### src/rtl/tkiq_pkg.sv
// shared types, constants and helper functions for the terminal key input queue
`default_nettype none

package tkiq_pkg;

  // queue geometry
  localparam int QUEUE_DEPTH = 32;
  localparam int ADDR_W      = $clog2(QUEUE_DEPTH);
  localparam int PTR_W       = ADDR_W + 1;

  // results of one item, done result included
  localparam int MAX_RESULTS = 33;
  localparam int RES_CAP     = MAX_RESULTS - 1;
  localparam int CNT_W       = $clog2(MAX_RESULTS);

  // special bytes
  localparam logic [7:0] CTRL_C    = 8'h03;
  localparam logic [7:0] CTRL_Z    = 8'h1A;
  localparam logic [7:0] ESC       = 8'h1B;
  localparam logic [7:0] CTRL_MASK = 8'h1F;

  // extended scancodes
  localparam logic [7:0] SC_HOME  = 8'h47;
  localparam logic [7:0] SC_UP    = 8'h48;
  localparam logic [7:0] SC_LEFT  = 8'h4B;
  localparam logic [7:0] SC_RIGHT = 8'h4D;
  localparam logic [7:0] SC_END   = 8'h4F;
  localparam logic [7:0] SC_DOWN  = 8'h50;
  localparam logic [7:0] SC_DEL   = 8'h53;

  // operation codes
  typedef enum logic [2:0] {
    FUNC_KEY     = 3'd0,
    FUNC_RAW     = 3'd1,
    FUNC_READ    = 3'd2,
    FUNC_SERVICE = 3'd3,
    FUNC_FLUSH   = 3'd4
  } func_t;

  // result kinds
  typedef enum logic [1:0] {
    KIND_BYTE    = 2'd0,
    KIND_INTR    = 2'd1,
    KIND_SUSPEND = 2'd2,
    KIND_DONE    = 2'd3
  } kind_t;

  // configuration register indexes
  typedef enum logic [0:0] {
    CFG_FOREGROUND = 1'd0,
    CFG_KEYBOARD   = 1'd1
  } cfg_index_t;

  // input item
  typedef struct packed {
    logic [2:0] func;
    logic       key_pressed;
    logic [7:0] key_char;
    logic       control_held;
    logic       key_extended;
    logic [7:0] scancode;
    logic [7:0] data_byte;
    logic [7:0] read_limit;
  } item_t;

  // result item
  typedef struct packed {
    logic [1:0]  kind;
    logic [7:0]  out_byte;
    logic        signal_sent;
    logic        last;
    logic [2:0]  appended;
    logic [5:0]  queued;
    logic [63:0] delivered_total;
    logic [63:0] discarded_total;
    logic [63:0] translated_total;
    logic [63:0] intercepted_total;
    logic [63:0] signals_total;
  } result_t;

  // controller states
  typedef enum logic [2:0] {
    ST_IDLE,
    ST_DECODE,
    ST_PUSH,
    ST_SFETCH,
    ST_SEVAL,
    ST_EFETCH,
    ST_EMIT,
    ST_DONE
  } state_t;

  // commands from controller to datapath
  typedef struct packed {
    logic load;
    logic decode;
    logic push;
    logic sfetch;
    logic seval;
    logic efetch;
    logic emit;
    logic done_load;
  } cmd_t;

  // status from datapath to controller
  typedef struct packed {
    logic out_free;
    logic push_nz;
    logic scan_go;
    logic push_last;
    logic scan_more;
    logic scan_nz;
    logic emit_last;
  } status_t;

  // escape sequence length for an extended scancode, zero if none
  function automatic logic [2:0] seq_len(input logic [7:0] sc);
    logic [2:0] len;
    case (sc)
      SC_UP, SC_DOWN, SC_RIGHT, SC_LEFT, SC_HOME, SC_END: len = 3'd3;
      SC_DEL:  len = 3'd4;
      default: len = 3'd0;
    endcase
    return len;
  endfunction

  // one byte of the escape sequence
  function automatic logic [7:0] seq_byte(input logic [7:0] sc, input logic [1:0] idx);
    logic [7:0] b;
    case (idx)
      2'd0:    b = ESC;
      2'd1:    b = "[";
      2'd2: begin
        case (sc)
          SC_UP:    b = "A";
          SC_DOWN:  b = "B";
          SC_RIGHT: b = "C";
          SC_LEFT:  b = "D";
          SC_HOME:  b = "H";
          SC_END:   b = "F";
          default:  b = "3";
        endcase
      end
      default: b = "~";
    endcase
    return b;
  endfunction

  // control reduces a letter to its low five bits
  function automatic logic [7:0] ctrl_char(input logic [7:0] ch, input logic ctrl);
    logic is_letter;
    is_letter = (ch >= "a" && ch <= "z") || (ch >= "A" && ch <= "Z");
    return (ctrl && is_letter) ? (ch & CTRL_MASK) : ch;
  endfunction

endpackage

`default_nettype wire

### src/rtl/tkiq_ctrl.sv
// controller state machine sequencing push, scan and emit phases
`default_nettype none

module tkiq_ctrl
  import tkiq_pkg::*;
(
  input  wire logic    clk,
  input  wire logic    rst,
  input  wire logic    in_valid,
  output logic         in_stall,
  input  wire status_t st,
  output cmd_t         cmd
);

  state_t state, state_next;

  // state register
  always_ff @(posedge clk) begin
    if (rst) begin
      state <= ST_IDLE;
    end else begin
      state <= state_next;
    end
  end

  // next state
  always_comb begin
    state_next = state;
    case (state)
      ST_IDLE: begin
        if (in_valid) state_next = ST_DECODE;
      end
      ST_DECODE: begin
        if (st.push_nz) state_next = ST_PUSH;
        else if (st.scan_go) state_next = ST_SFETCH;
        else state_next = ST_DONE;
      end
      ST_PUSH: begin
        if (st.push_last) state_next = ST_DONE;
      end
      ST_SFETCH: state_next = ST_SEVAL;
      ST_SEVAL: begin
        if (st.scan_more) state_next = ST_SFETCH;
        else if (st.scan_nz) state_next = ST_EFETCH;
        else state_next = ST_DONE;
      end
      ST_EFETCH: state_next = ST_EMIT;
      ST_EMIT: begin
        if (st.out_free) state_next = st.emit_last ? ST_DONE : ST_EFETCH;
      end
      ST_DONE: begin
        if (st.out_free) state_next = ST_IDLE;
      end
      default: state_next = ST_IDLE;
    endcase
  end

  // outputs
  always_comb begin
    cmd      = '0;
    in_stall = 1'b1;
    case (state)
      ST_IDLE: begin
        in_stall = 1'b0;
        cmd.load = in_valid;
      end
      ST_DECODE: cmd.decode = 1'b1;
      ST_PUSH:   cmd.push   = 1'b1;
      ST_SFETCH: cmd.sfetch = 1'b1;
      ST_SEVAL:  cmd.seval  = 1'b1;
      ST_EFETCH: cmd.efetch = 1'b1;
      ST_EMIT:   cmd.emit   = st.out_free;
      ST_DONE:   cmd.done_load = st.out_free;
      default: ;
    endcase
  end

endmodule

`default_nettype wire

### src/rtl/tkiq_dp.sv
// datapath: byte store, pointers, counters, configuration and output register
`default_nettype none

module tkiq_dp
  import tkiq_pkg::*;
(
  input  wire logic        clk,
  input  wire logic        rst,
  input  wire item_t       in_data,
  input  wire logic        cfg_we,
  input  wire logic [0:0]  cfg_index,
  input  wire logic [63:0] cfg_data,
  input  wire logic        out_stall,
  output logic             out_valid,
  output result_t          out_data,
  input  wire cmd_t        cmd,
  output status_t          st
);

  logic [7:0]       mem [QUEUE_DEPTH];
  logic [7:0]       mem_q;
  item_t            item;
  logic [PTR_W-1:0] wr_ptr, rd_ptr, scan_ptr;
  logic [63:0]      delivered_cnt, discarded_cnt, translated_cnt, intercepted_cnt, signals_cnt;
  logic [63:0]      fg_group;
  logic             kb_attached;
  logic [2:0]       push_len;
  logic [1:0]       push_idx;
  logic [2:0]       appended;
  logic [CNT_W-1:0] n_int, n_del, emit_idx;
  logic             mode_del;

  logic [PTR_W-1:0] held, scan_held;
  logic             full;
  logic [2:0]       key_len;
  logic             is_seq;
  logic [7:0]       push_byte;
  logic [CNT_W-1:0] results;
  logic             avail, is_sig, is_read, take_int, take_del;
  logic             fg_nz;
  logic [ADDR_W-1:0] rd_addr;

  // occupancy
  assign held      = wr_ptr - rd_ptr;
  assign scan_held = wr_ptr - scan_ptr;
  assign full      = (held == PTR_W'(QUEUE_DEPTH));
  assign fg_nz     = (fg_group != '0);

  // bytes a key event or raw byte will append
  always_comb begin
    key_len = 3'd0;
    is_seq  = 1'b0;
    if (item.func == FUNC_KEY) begin
      if (kb_attached && item.key_pressed) begin
        if (item.key_char != 8'd0) begin
          key_len = 3'd1;
        end else if (item.key_extended) begin
          key_len = seq_len(item.scancode);
          is_seq  = (key_len != 3'd0);
        end
      end
    end else if (item.func == FUNC_RAW) begin
      key_len = 3'd1;
    end
  end

  // byte at the current push position
  always_comb begin
    if (item.func == FUNC_RAW) push_byte = item.data_byte;
    else if (item.key_char != 8'd0) push_byte = ctrl_char(item.key_char, item.control_held);
    else push_byte = seq_byte(item.scancode, push_idx);
  end

  // scan decisions on the fetched head byte
  assign results  = n_int + n_del;
  assign avail    = (scan_held != '0) && (results < CNT_W'(RES_CAP));
  assign is_sig   = (mem_q == CTRL_C) || (mem_q == CTRL_Z);
  assign is_read  = (item.func == FUNC_READ);
  assign take_int = !mode_del && avail && is_sig;
  assign take_del = is_read && avail && !is_sig && (9'(n_del) < 9'(item.read_limit));

  // status to controller
  always_comb begin
    st.out_free  = !out_valid || !out_stall;
    st.push_nz   = (key_len != 3'd0);
    st.scan_go   = (is_read && item.read_limit != 8'd0) || (item.func == FUNC_SERVICE);
    st.push_last = ({1'b0, push_idx} + 3'd1 == push_len);
    st.scan_more = take_int || take_del;
    st.scan_nz   = (results != '0);
    st.emit_last = (emit_idx + CNT_W'(1) == results);
  end

  // byte store write and registered read
  assign rd_addr = cmd.efetch ? rd_ptr[ADDR_W-1:0] : scan_ptr[ADDR_W-1:0];

  always_ff @(posedge clk) begin
    if (cmd.push && !full) begin
      mem[wr_ptr[ADDR_W-1:0]] <= push_byte;
    end
    if (cmd.sfetch || cmd.efetch) begin
      mem_q <= mem[rd_addr];
    end
  end

  // control state: pointers, counters, configuration
  always_ff @(posedge clk) begin
    if (rst) begin
      wr_ptr          <= '0;
      rd_ptr          <= '0;
      delivered_cnt   <= '0;
      discarded_cnt   <= '0;
      translated_cnt  <= '0;
      intercepted_cnt <= '0;
      signals_cnt     <= '0;
      fg_group        <= '0;
      kb_attached     <= 1'b1;
    end else begin
      if (cfg_we) begin
        case (cfg_index)
          CFG_FOREGROUND: fg_group    <= cfg_data;
          CFG_KEYBOARD:   kb_attached <= cfg_data[0];
          default: ;
        endcase
      end
      if (cmd.decode) begin
        if (is_seq) translated_cnt <= translated_cnt + 64'd1;
        if (item.func == FUNC_FLUSH) rd_ptr <= wr_ptr;
      end
      if (cmd.push) begin
        if (full) discarded_cnt <= discarded_cnt + 64'd1;
        else wr_ptr <= wr_ptr + PTR_W'(1);
      end
      // commit totals once the scan has settled
      if (cmd.seval && !(take_int || take_del)) begin
        delivered_cnt   <= delivered_cnt + 64'(n_del);
        intercepted_cnt <= intercepted_cnt + 64'(n_int);
        if (fg_nz) signals_cnt <= signals_cnt + 64'(n_int);
      end
      if (cmd.emit) rd_ptr <= rd_ptr + PTR_W'(1);
    end
  end

  // per item working registers
  always_ff @(posedge clk) begin
    if (cmd.load) item <= in_data;
    if (cmd.decode) begin
      push_len <= key_len;
      push_idx <= '0;
      appended <= '0;
      n_int    <= '0;
      n_del    <= '0;
      emit_idx <= '0;
      mode_del <= 1'b0;
      scan_ptr <= rd_ptr;
    end
    if (cmd.push) begin
      push_idx <= push_idx + 2'd1;
      if (!full) appended <= appended + 3'd1;
    end
    if (cmd.seval) begin
      if (take_int) begin
        n_int    <= n_int + CNT_W'(1);
        scan_ptr <= scan_ptr + PTR_W'(1);
      end else if (take_del) begin
        n_del    <= n_del + CNT_W'(1);
        scan_ptr <= scan_ptr + PTR_W'(1);
        mode_del <= 1'b1;
      end
    end
    if (cmd.emit) emit_idx <= emit_idx + CNT_W'(1);
  end

  // output register valid
  always_ff @(posedge clk) begin
    if (rst) begin
      out_valid <= 1'b0;
    end else if (cmd.emit || cmd.done_load) begin
      out_valid <= 1'b1;
    end else if (!out_stall) begin
      out_valid <= 1'b0;
    end
  end

  // output register payload
  always_ff @(posedge clk) begin
    if (cmd.emit || cmd.done_load) begin
      out_data.delivered_total   <= delivered_cnt;
      out_data.discarded_total   <= discarded_cnt;
      out_data.translated_total  <= translated_cnt;
      out_data.intercepted_total <= intercepted_cnt;
      out_data.signals_total     <= signals_cnt;
      if (cmd.done_load) begin
        out_data.kind        <= KIND_DONE;
        out_data.out_byte    <= 8'd0;
        out_data.signal_sent <= 1'b0;
        out_data.last        <= 1'b1;
        out_data.appended    <= appended;
        out_data.queued      <= 6'(held);
      end else begin
        out_data.last     <= 1'b0;
        out_data.appended <= 3'd0;
        out_data.queued   <= 6'd0;
        if (emit_idx < n_int) begin
          out_data.kind        <= (mem_q == CTRL_C) ? KIND_INTR : KIND_SUSPEND;
          out_data.out_byte    <= 8'd0;
          out_data.signal_sent <= fg_nz;
        end else begin
          out_data.kind        <= KIND_BYTE;
          out_data.out_byte    <= mem_q;
          out_data.signal_sent <= 1'b0;
        end
      end
    end
  end

endmodule

`default_nettype wire

### src/rtl/terminal_key_input_queue.sv
// top level of the terminal key input queue
//
// Input channel in_valid/in_stall/in_data carries one operation: key event,
// raw byte, read, service or flush. Output channel out_valid/out_stall/out_data
// returns that operation's results: signals and delivered bytes, then one done
// result with last set. Counter totals on every result are those after the
// whole operation. cfg_we/cfg_index/cfg_data write the foreground group and
// keyboard attach registers; the user must write them only while the block is
// idle, which the block itself does not enforce.
// Sequence: one operation is worked at a time. A decode step follows the
// transfer, then a push for each byte of the key or raw byte (up to 4), or for
// a read or service a scan of the queue head that fetches and evaluates each
// byte taken, plus a final fetch that ends the scan, then a fetch and an emit
// for each result, then the done result.
// The next operation is taken as soon as the done result sits in the output
// register. When the receiver stalls, the output register holds and the
// sequencer waits. Reset empties the queue, clears the counters and the
// foreground group, and attaches the keyboard; no clearing pass is needed.
`default_nettype none

module terminal_key_input_queue
  import tkiq_pkg::*;
(
  input  wire logic        clk,
  input  wire logic        rst,
  input  wire logic        in_valid,
  output logic             in_stall,
  input  wire item_t       in_data,
  output logic             out_valid,
  input  wire logic        out_stall,
  output result_t          out_data,
  input  wire logic        cfg_we,
  input  wire logic [0:0]  cfg_index,
  input  wire logic [63:0] cfg_data
);

  cmd_t    cmd;
  status_t st;

  // sequencer
  tkiq_ctrl u_ctrl (
    .clk      (clk),
    .rst      (rst),
    .in_valid (in_valid),
    .in_stall (in_stall),
    .st       (st),
    .cmd      (cmd)
  );

  // queue and counters
  tkiq_dp u_dp (
    .clk       (clk),
    .rst       (rst),
    .in_data   (in_data),
    .cfg_we    (cfg_we),
    .cfg_index (cfg_index),
    .cfg_data  (cfg_data),
    .out_stall (out_stall),
    .out_valid (out_valid),
    .out_data  (out_data),
    .cmd       (cmd),
    .st        (st)
  );

endmodule

`default_nettype wire
### config.mk
export PLATFORM = sky130hd
export DESIGN_NAME = terminal_key_input_queue
export DESIGN_NICKNAME = d
export VERILOG_FILES = /design/src/rtl/tkiq_pkg.sv /design/src/rtl/tkiq_ctrl.sv /design/src/rtl/tkiq_dp.sv /design/src/rtl/terminal_key_input_queue.sv
export SDC_FILE = /design/constraint.sdc
export NUM_CORES = 2
export LEC_CHECK = 0
export ABC_AREA = 1
export ABC_CLOCK_PERIOD_IN_PS = 21000
export BUFFER_PORTS_ARGS = -buffer_cell sky130_fd_sc_hd__buf_2
export CAP_MARGIN = 20
export CORE_MARGIN = 2
export CORE_UTILIZATION = 25
export CTS_BUF_LIST = sky130_fd_sc_hd__clkbuf_8
export DETAILED_ROUTE_END_ITERATION = 7
export PLACE_DENSITY = 0.41
export SLEW_MARGIN = 30
export SYNTH_ARGS = -nofsm -noshare
export SYNTH_HDL_FRONTEND = slang
export SYNTH_SLANG_ARGS = --single-unit
### constraint.sdc
create_clock -name clk -period 21 [get_ports clk]
set_input_delay 4.2 -clock clk [delete_from_list [all_inputs] [get_ports clk]]
set_output_delay 4.2 -clock clk [all_outputs]
set_load 0.005 [all_outputs]
==> key figures <==
Status
  • Outcome: completed

Synthesis
  • FFs w/ async S/R, synth: 0%
  • YS warnings: 0
  • Avg Cell Area, Syn: 8.986 um2
  • Ys flop type: edfxtp_1
  • Seq/Total Area, Yosys: 56.71%
  • EDFF count, synth: 654
  • Mapped Area: 49,560 um2
  • Mapped Nets: 5,687
  • Yosys reg bits: 1,077
  • Distinct cells, synth: 60
  • Mapped Cells: 5,515

Final layout
  • Final std cells w/o fill: 8,835
  • Seq. cell area: 28,110 um2
  • Layout fillers: 21,080
  • Final layout net count: 6,187
  • Area delta synth->final: 18.60%
  • Post-layout instance area: 58,780 um2
  • Multi-input gate area: 19,080 um2
  • Share of layout cells above drive strength 1: 13.04%

Clock network
  • Worst-path clk slew: 0.06 ns
  • TritonCTS clock tree: yes
  • Clk buf depth: 3
  • Post-CTS Setup Bufs: 0
  • Cts bufs inserted: 198
  • Clk root buf: clkbuf_8
  • Clock Latency Late Sink: 0.96 ns
  • Hold Buf Count CTS: 0
  • CTS sink cnt: 1,077
  • H-tree Lvls: 4
  • # resized after CTS: 0

Routing
  • WL/cell: 19.75 um
  • DRT Pass-1 Iters: 5
  • Via count: 40,270
  • Routed Wire Length: 174,500 um
  • Routed Antenna Nets: 0
  • Number of DRC markers in iteration 0: 2,573
  • Drt drc: 0
  • Via-to-Cell Ratio: 4.558

Placement
  • Placement Setup Slack: 13.57 ns
  • DP HPWL: 124,600 um
  • Placed instance area: 54,710 um2
  • I/O Buffers: 450
  • RD Place Congestion: 0.9001
  • Dpl cells: 8,453

STA
  • Final Cycle Share: 29.26%
  • Final Setup Violations: 0
  • Peak Freq: 0.1628 GHz
  • Hold Vio Cnt, Final: 0
  • RSZ-0062 raised after global routing: no
  • Max-slew violations: 0
  • Setup slack after layout: 14.86 ns
  • Min Tclk post-route: 6.144 ns
  • Setup_tns: 0 ns
  • Slew margin rel.: 37.09%
  • Worst Skew: 0.04911 ns
  • Slew @ Worst Pin: 0.9437 ns

Power
  • Clk network pwr share: 35.9%
  • Sw Ratio: 32.85%
  • VDD IR max: 0.06545 mV
  • Pint: 3799 uW
  • PD cells: 96.25 nW/um2
  • Seq pwr share: 44.3%
  • Combinational fraction of design power: 19.8%
  • Static leakage power: 0.02053 uW
  • Total Power: 5657 uW
  • P_sw: 1858 uW

Worst setup path
  • Slowest library cell on the worst path: dfxtp_1
  • Worst EP required: 16.80 ns
  • Arr. time, crit path: 1.94 ns
  • Worst Setup EP: in_stall
  • CP peak stage delay: 0.51 ns
  • Worst Reg-to-Reg Cells: 14
  • Reg2Reg Setup Slack: 16.54 ns
  • CP Class: flop to output pin
  • Worst reg2reg path startpoint: u_dp.n_del[2]
  • Worst Path Max Fanout: 7
  • Worst Setup SP: u_ctrl.state[2]
  • CP startpoint kind: flop
  • Reg-to-Reg End: u_dp.intercepted_cnt[10]
  • Worst-path cell chain: nor2_1 -> nand2_1 -> buf_2
  • Crit end category: output pin

GRT
  • Gr usage total: 16.88%
  • First-pass GRT wire length: 258,700 um
  • Largest net degree at the start of global routing: 169
  • GRT overflow: 0
  • Vias in the first global route: 39,760
  • Initial antenna violation count: 30

Floorplanning
  • Starting density of the core: 25.13%
  • Die Width: 449.2 um
  • Die footprint: 201,800 um2
  • # rows: 163
  • Core footprint: 197,200 um2
  • Die Ht: 449.2 um
  • IO Pins: 451

Worst hold path
  • Type of the worst min-delay path: flop to flop

Flow run
  • Max-Cap Viols: 0
==> power groups by stage <==
stage / Clock [uW] / Combinational (uW) / Sequential [uW]
4_1_cts: 2120 / 1150 / 2510
6_report: 2030 / 1120 / 2510
3_3_place_gp: 0 / 1140 / 2550
2_1_floorplan: 0 / 704 / 2560
3_5_place_dp: 0 / 1140 / 2560
5_1_grt: 2210 / 1260 / 2520
==> how the worst min path moves through the flow <==
| stage | to | slack (ns) | cells past startpoint | from |
|---|---|---|---|---|
| 2_1_floorplan | u_dp.out_data[6] | 0.40 | 0 | u_dp.signals_cnt[6] |
| 3_3_place_gp | u_dp.fg_group[45] | 0.44 | 2 | u_dp.fg_group[45] |
| 3_5_place_dp | u_dp.fg_group[45] | 0.44 | 2 | u_dp.fg_group[45] |
| 4_1_cts | u_dp.fg_group[45] | 0.45 | 2 | u_dp.fg_group[45] |
| 5_1_grt | u_dp.fg_group[45] | 0.48 | 2 | u_dp.fg_group[45] |
| 6_report | u_dp.fg_group[45] | 0.45 | 2 | u_dp.fg_group[45] |
==> per-stage QoR <==
stage,hold WS (ns),utilization (%)
global placement,0.4372,27.74
finish,0.4517,29.80
detailed placement,0.4438,27.74
CTS,0.4525,29.76
floorplan,0.4029,-
global route,0.4798,29.80
==> state kept, by name, summed over array words and instances (netlist names), 8 cells and up <==
| register | count |
|---|---|
| u_dp.out_data | 341 |
| u_dp.mem | 256 |
| u_dp.delivered_cnt | 64 |
| u_dp.discarded_cnt | 64 |
| u_dp.fg_group | 64 |
| u_dp.intercepted_cnt | 64 |
| u_dp.signals_cnt | 64 |
| u_dp.translated_cnt | 64 |
| u_dp.item | 38 |
| u_dp.mem_q | 8 |
==> logic make-up (layout without fill, tap and decap cells) <==
family          count (synthesis)  count (layout)  share of synthesized area [%]
xor+xnor                      282             282                          4.984
buf+inv                       628            1303                          5.017
other cells                     0               5                              0
simple gates                 2689            2689                          23.00
fa+ha+maj                      64              64                          1.692
flops                        1077            1077                          56.71
compound gates                775             775                          8.589
==> cells in the mapped netlist, types with 3 or more instances <==
cell type	instances	area, um2
clkbuf_1	123	461.7
and3_1	6	37.54
nor3_1	161	805.8
buf_2	41	205.2
o21ai_0	285	1426
nand3b_1	12	90.09
nor2_2	4	25.02
nor3b_1	4	30.03
o21a_1	9	67.56
clkinv_1	3	11.26
buf_1	7	26.28
edfxtp_1	654	19640
fa_1	5	100.1
dfxtp_1	423	8468
buf_4	18	135.1
inv_1	431	1618
o21bai_1	5	37.54
ha_1	59	738.2
nand4_1	125	782.0
nor2_1	783	2939
nand2_1	1153	4328
inv_2	3	11.26
xnor2_1	90	788.3
o21ai_1	12	60.06
and2_1	14	87.58
a21oi_1	362	1812
nand3_2	3	30.03
xor2_1	192	1682
nand3_1	369	1847
o221ai_1	64	560.5
o31ai_1	9	67.56
o211ai_1	3	22.52
or2_2	7	43.79
o22ai_1	3	18.77
a31oi_1	7	43.79
nor4_1	34	212.7
==> layout make-up <==
type | count | share of cell area, %
Antenna cell | 5 | 0.02129
Clock buffer | 227 | 5.316
Clock inverter | 148 | 1.473
Inverter | 438 | 2.812
Multi-Input combinational cell | 3810 | 32.46
Sequential cell | 1077 | 47.82
Tap cell | 2640 | 5.620
Timing Repair Buffer | 490 | 4.477
==> worst max-delay path: cells and delay by family, from the launching register on <==
family	cells	cell delay, ns
buffers and inverters	1	0.21
and+or+nand+nor	2	0.29
DFF	1	0.51
==> routing by layer <==
layer	track usage (%)	wire (um)	vias to the layer above
li1	-	-	19810
met1	21.06	75550	19250
met2	28.99	85510	896
met3	3.528	8391	282
met4	5.366	4907	28
met5	0	168	-
==> layout by cell type (no fill, tap or decap), drive strengths merged, types with 64 or more instances in the layout <==
master and n:
dfxtp 423, nand3 374, nand2 1155, nor2 788
nor3 161, buf 490, o221ai 64, inv 520
a21oi 363, clkbuf 227, o21ai 299, nand4 127
xnor2 90, edfxtp 654, xor2 192
(Power assumes the default switching activity.)
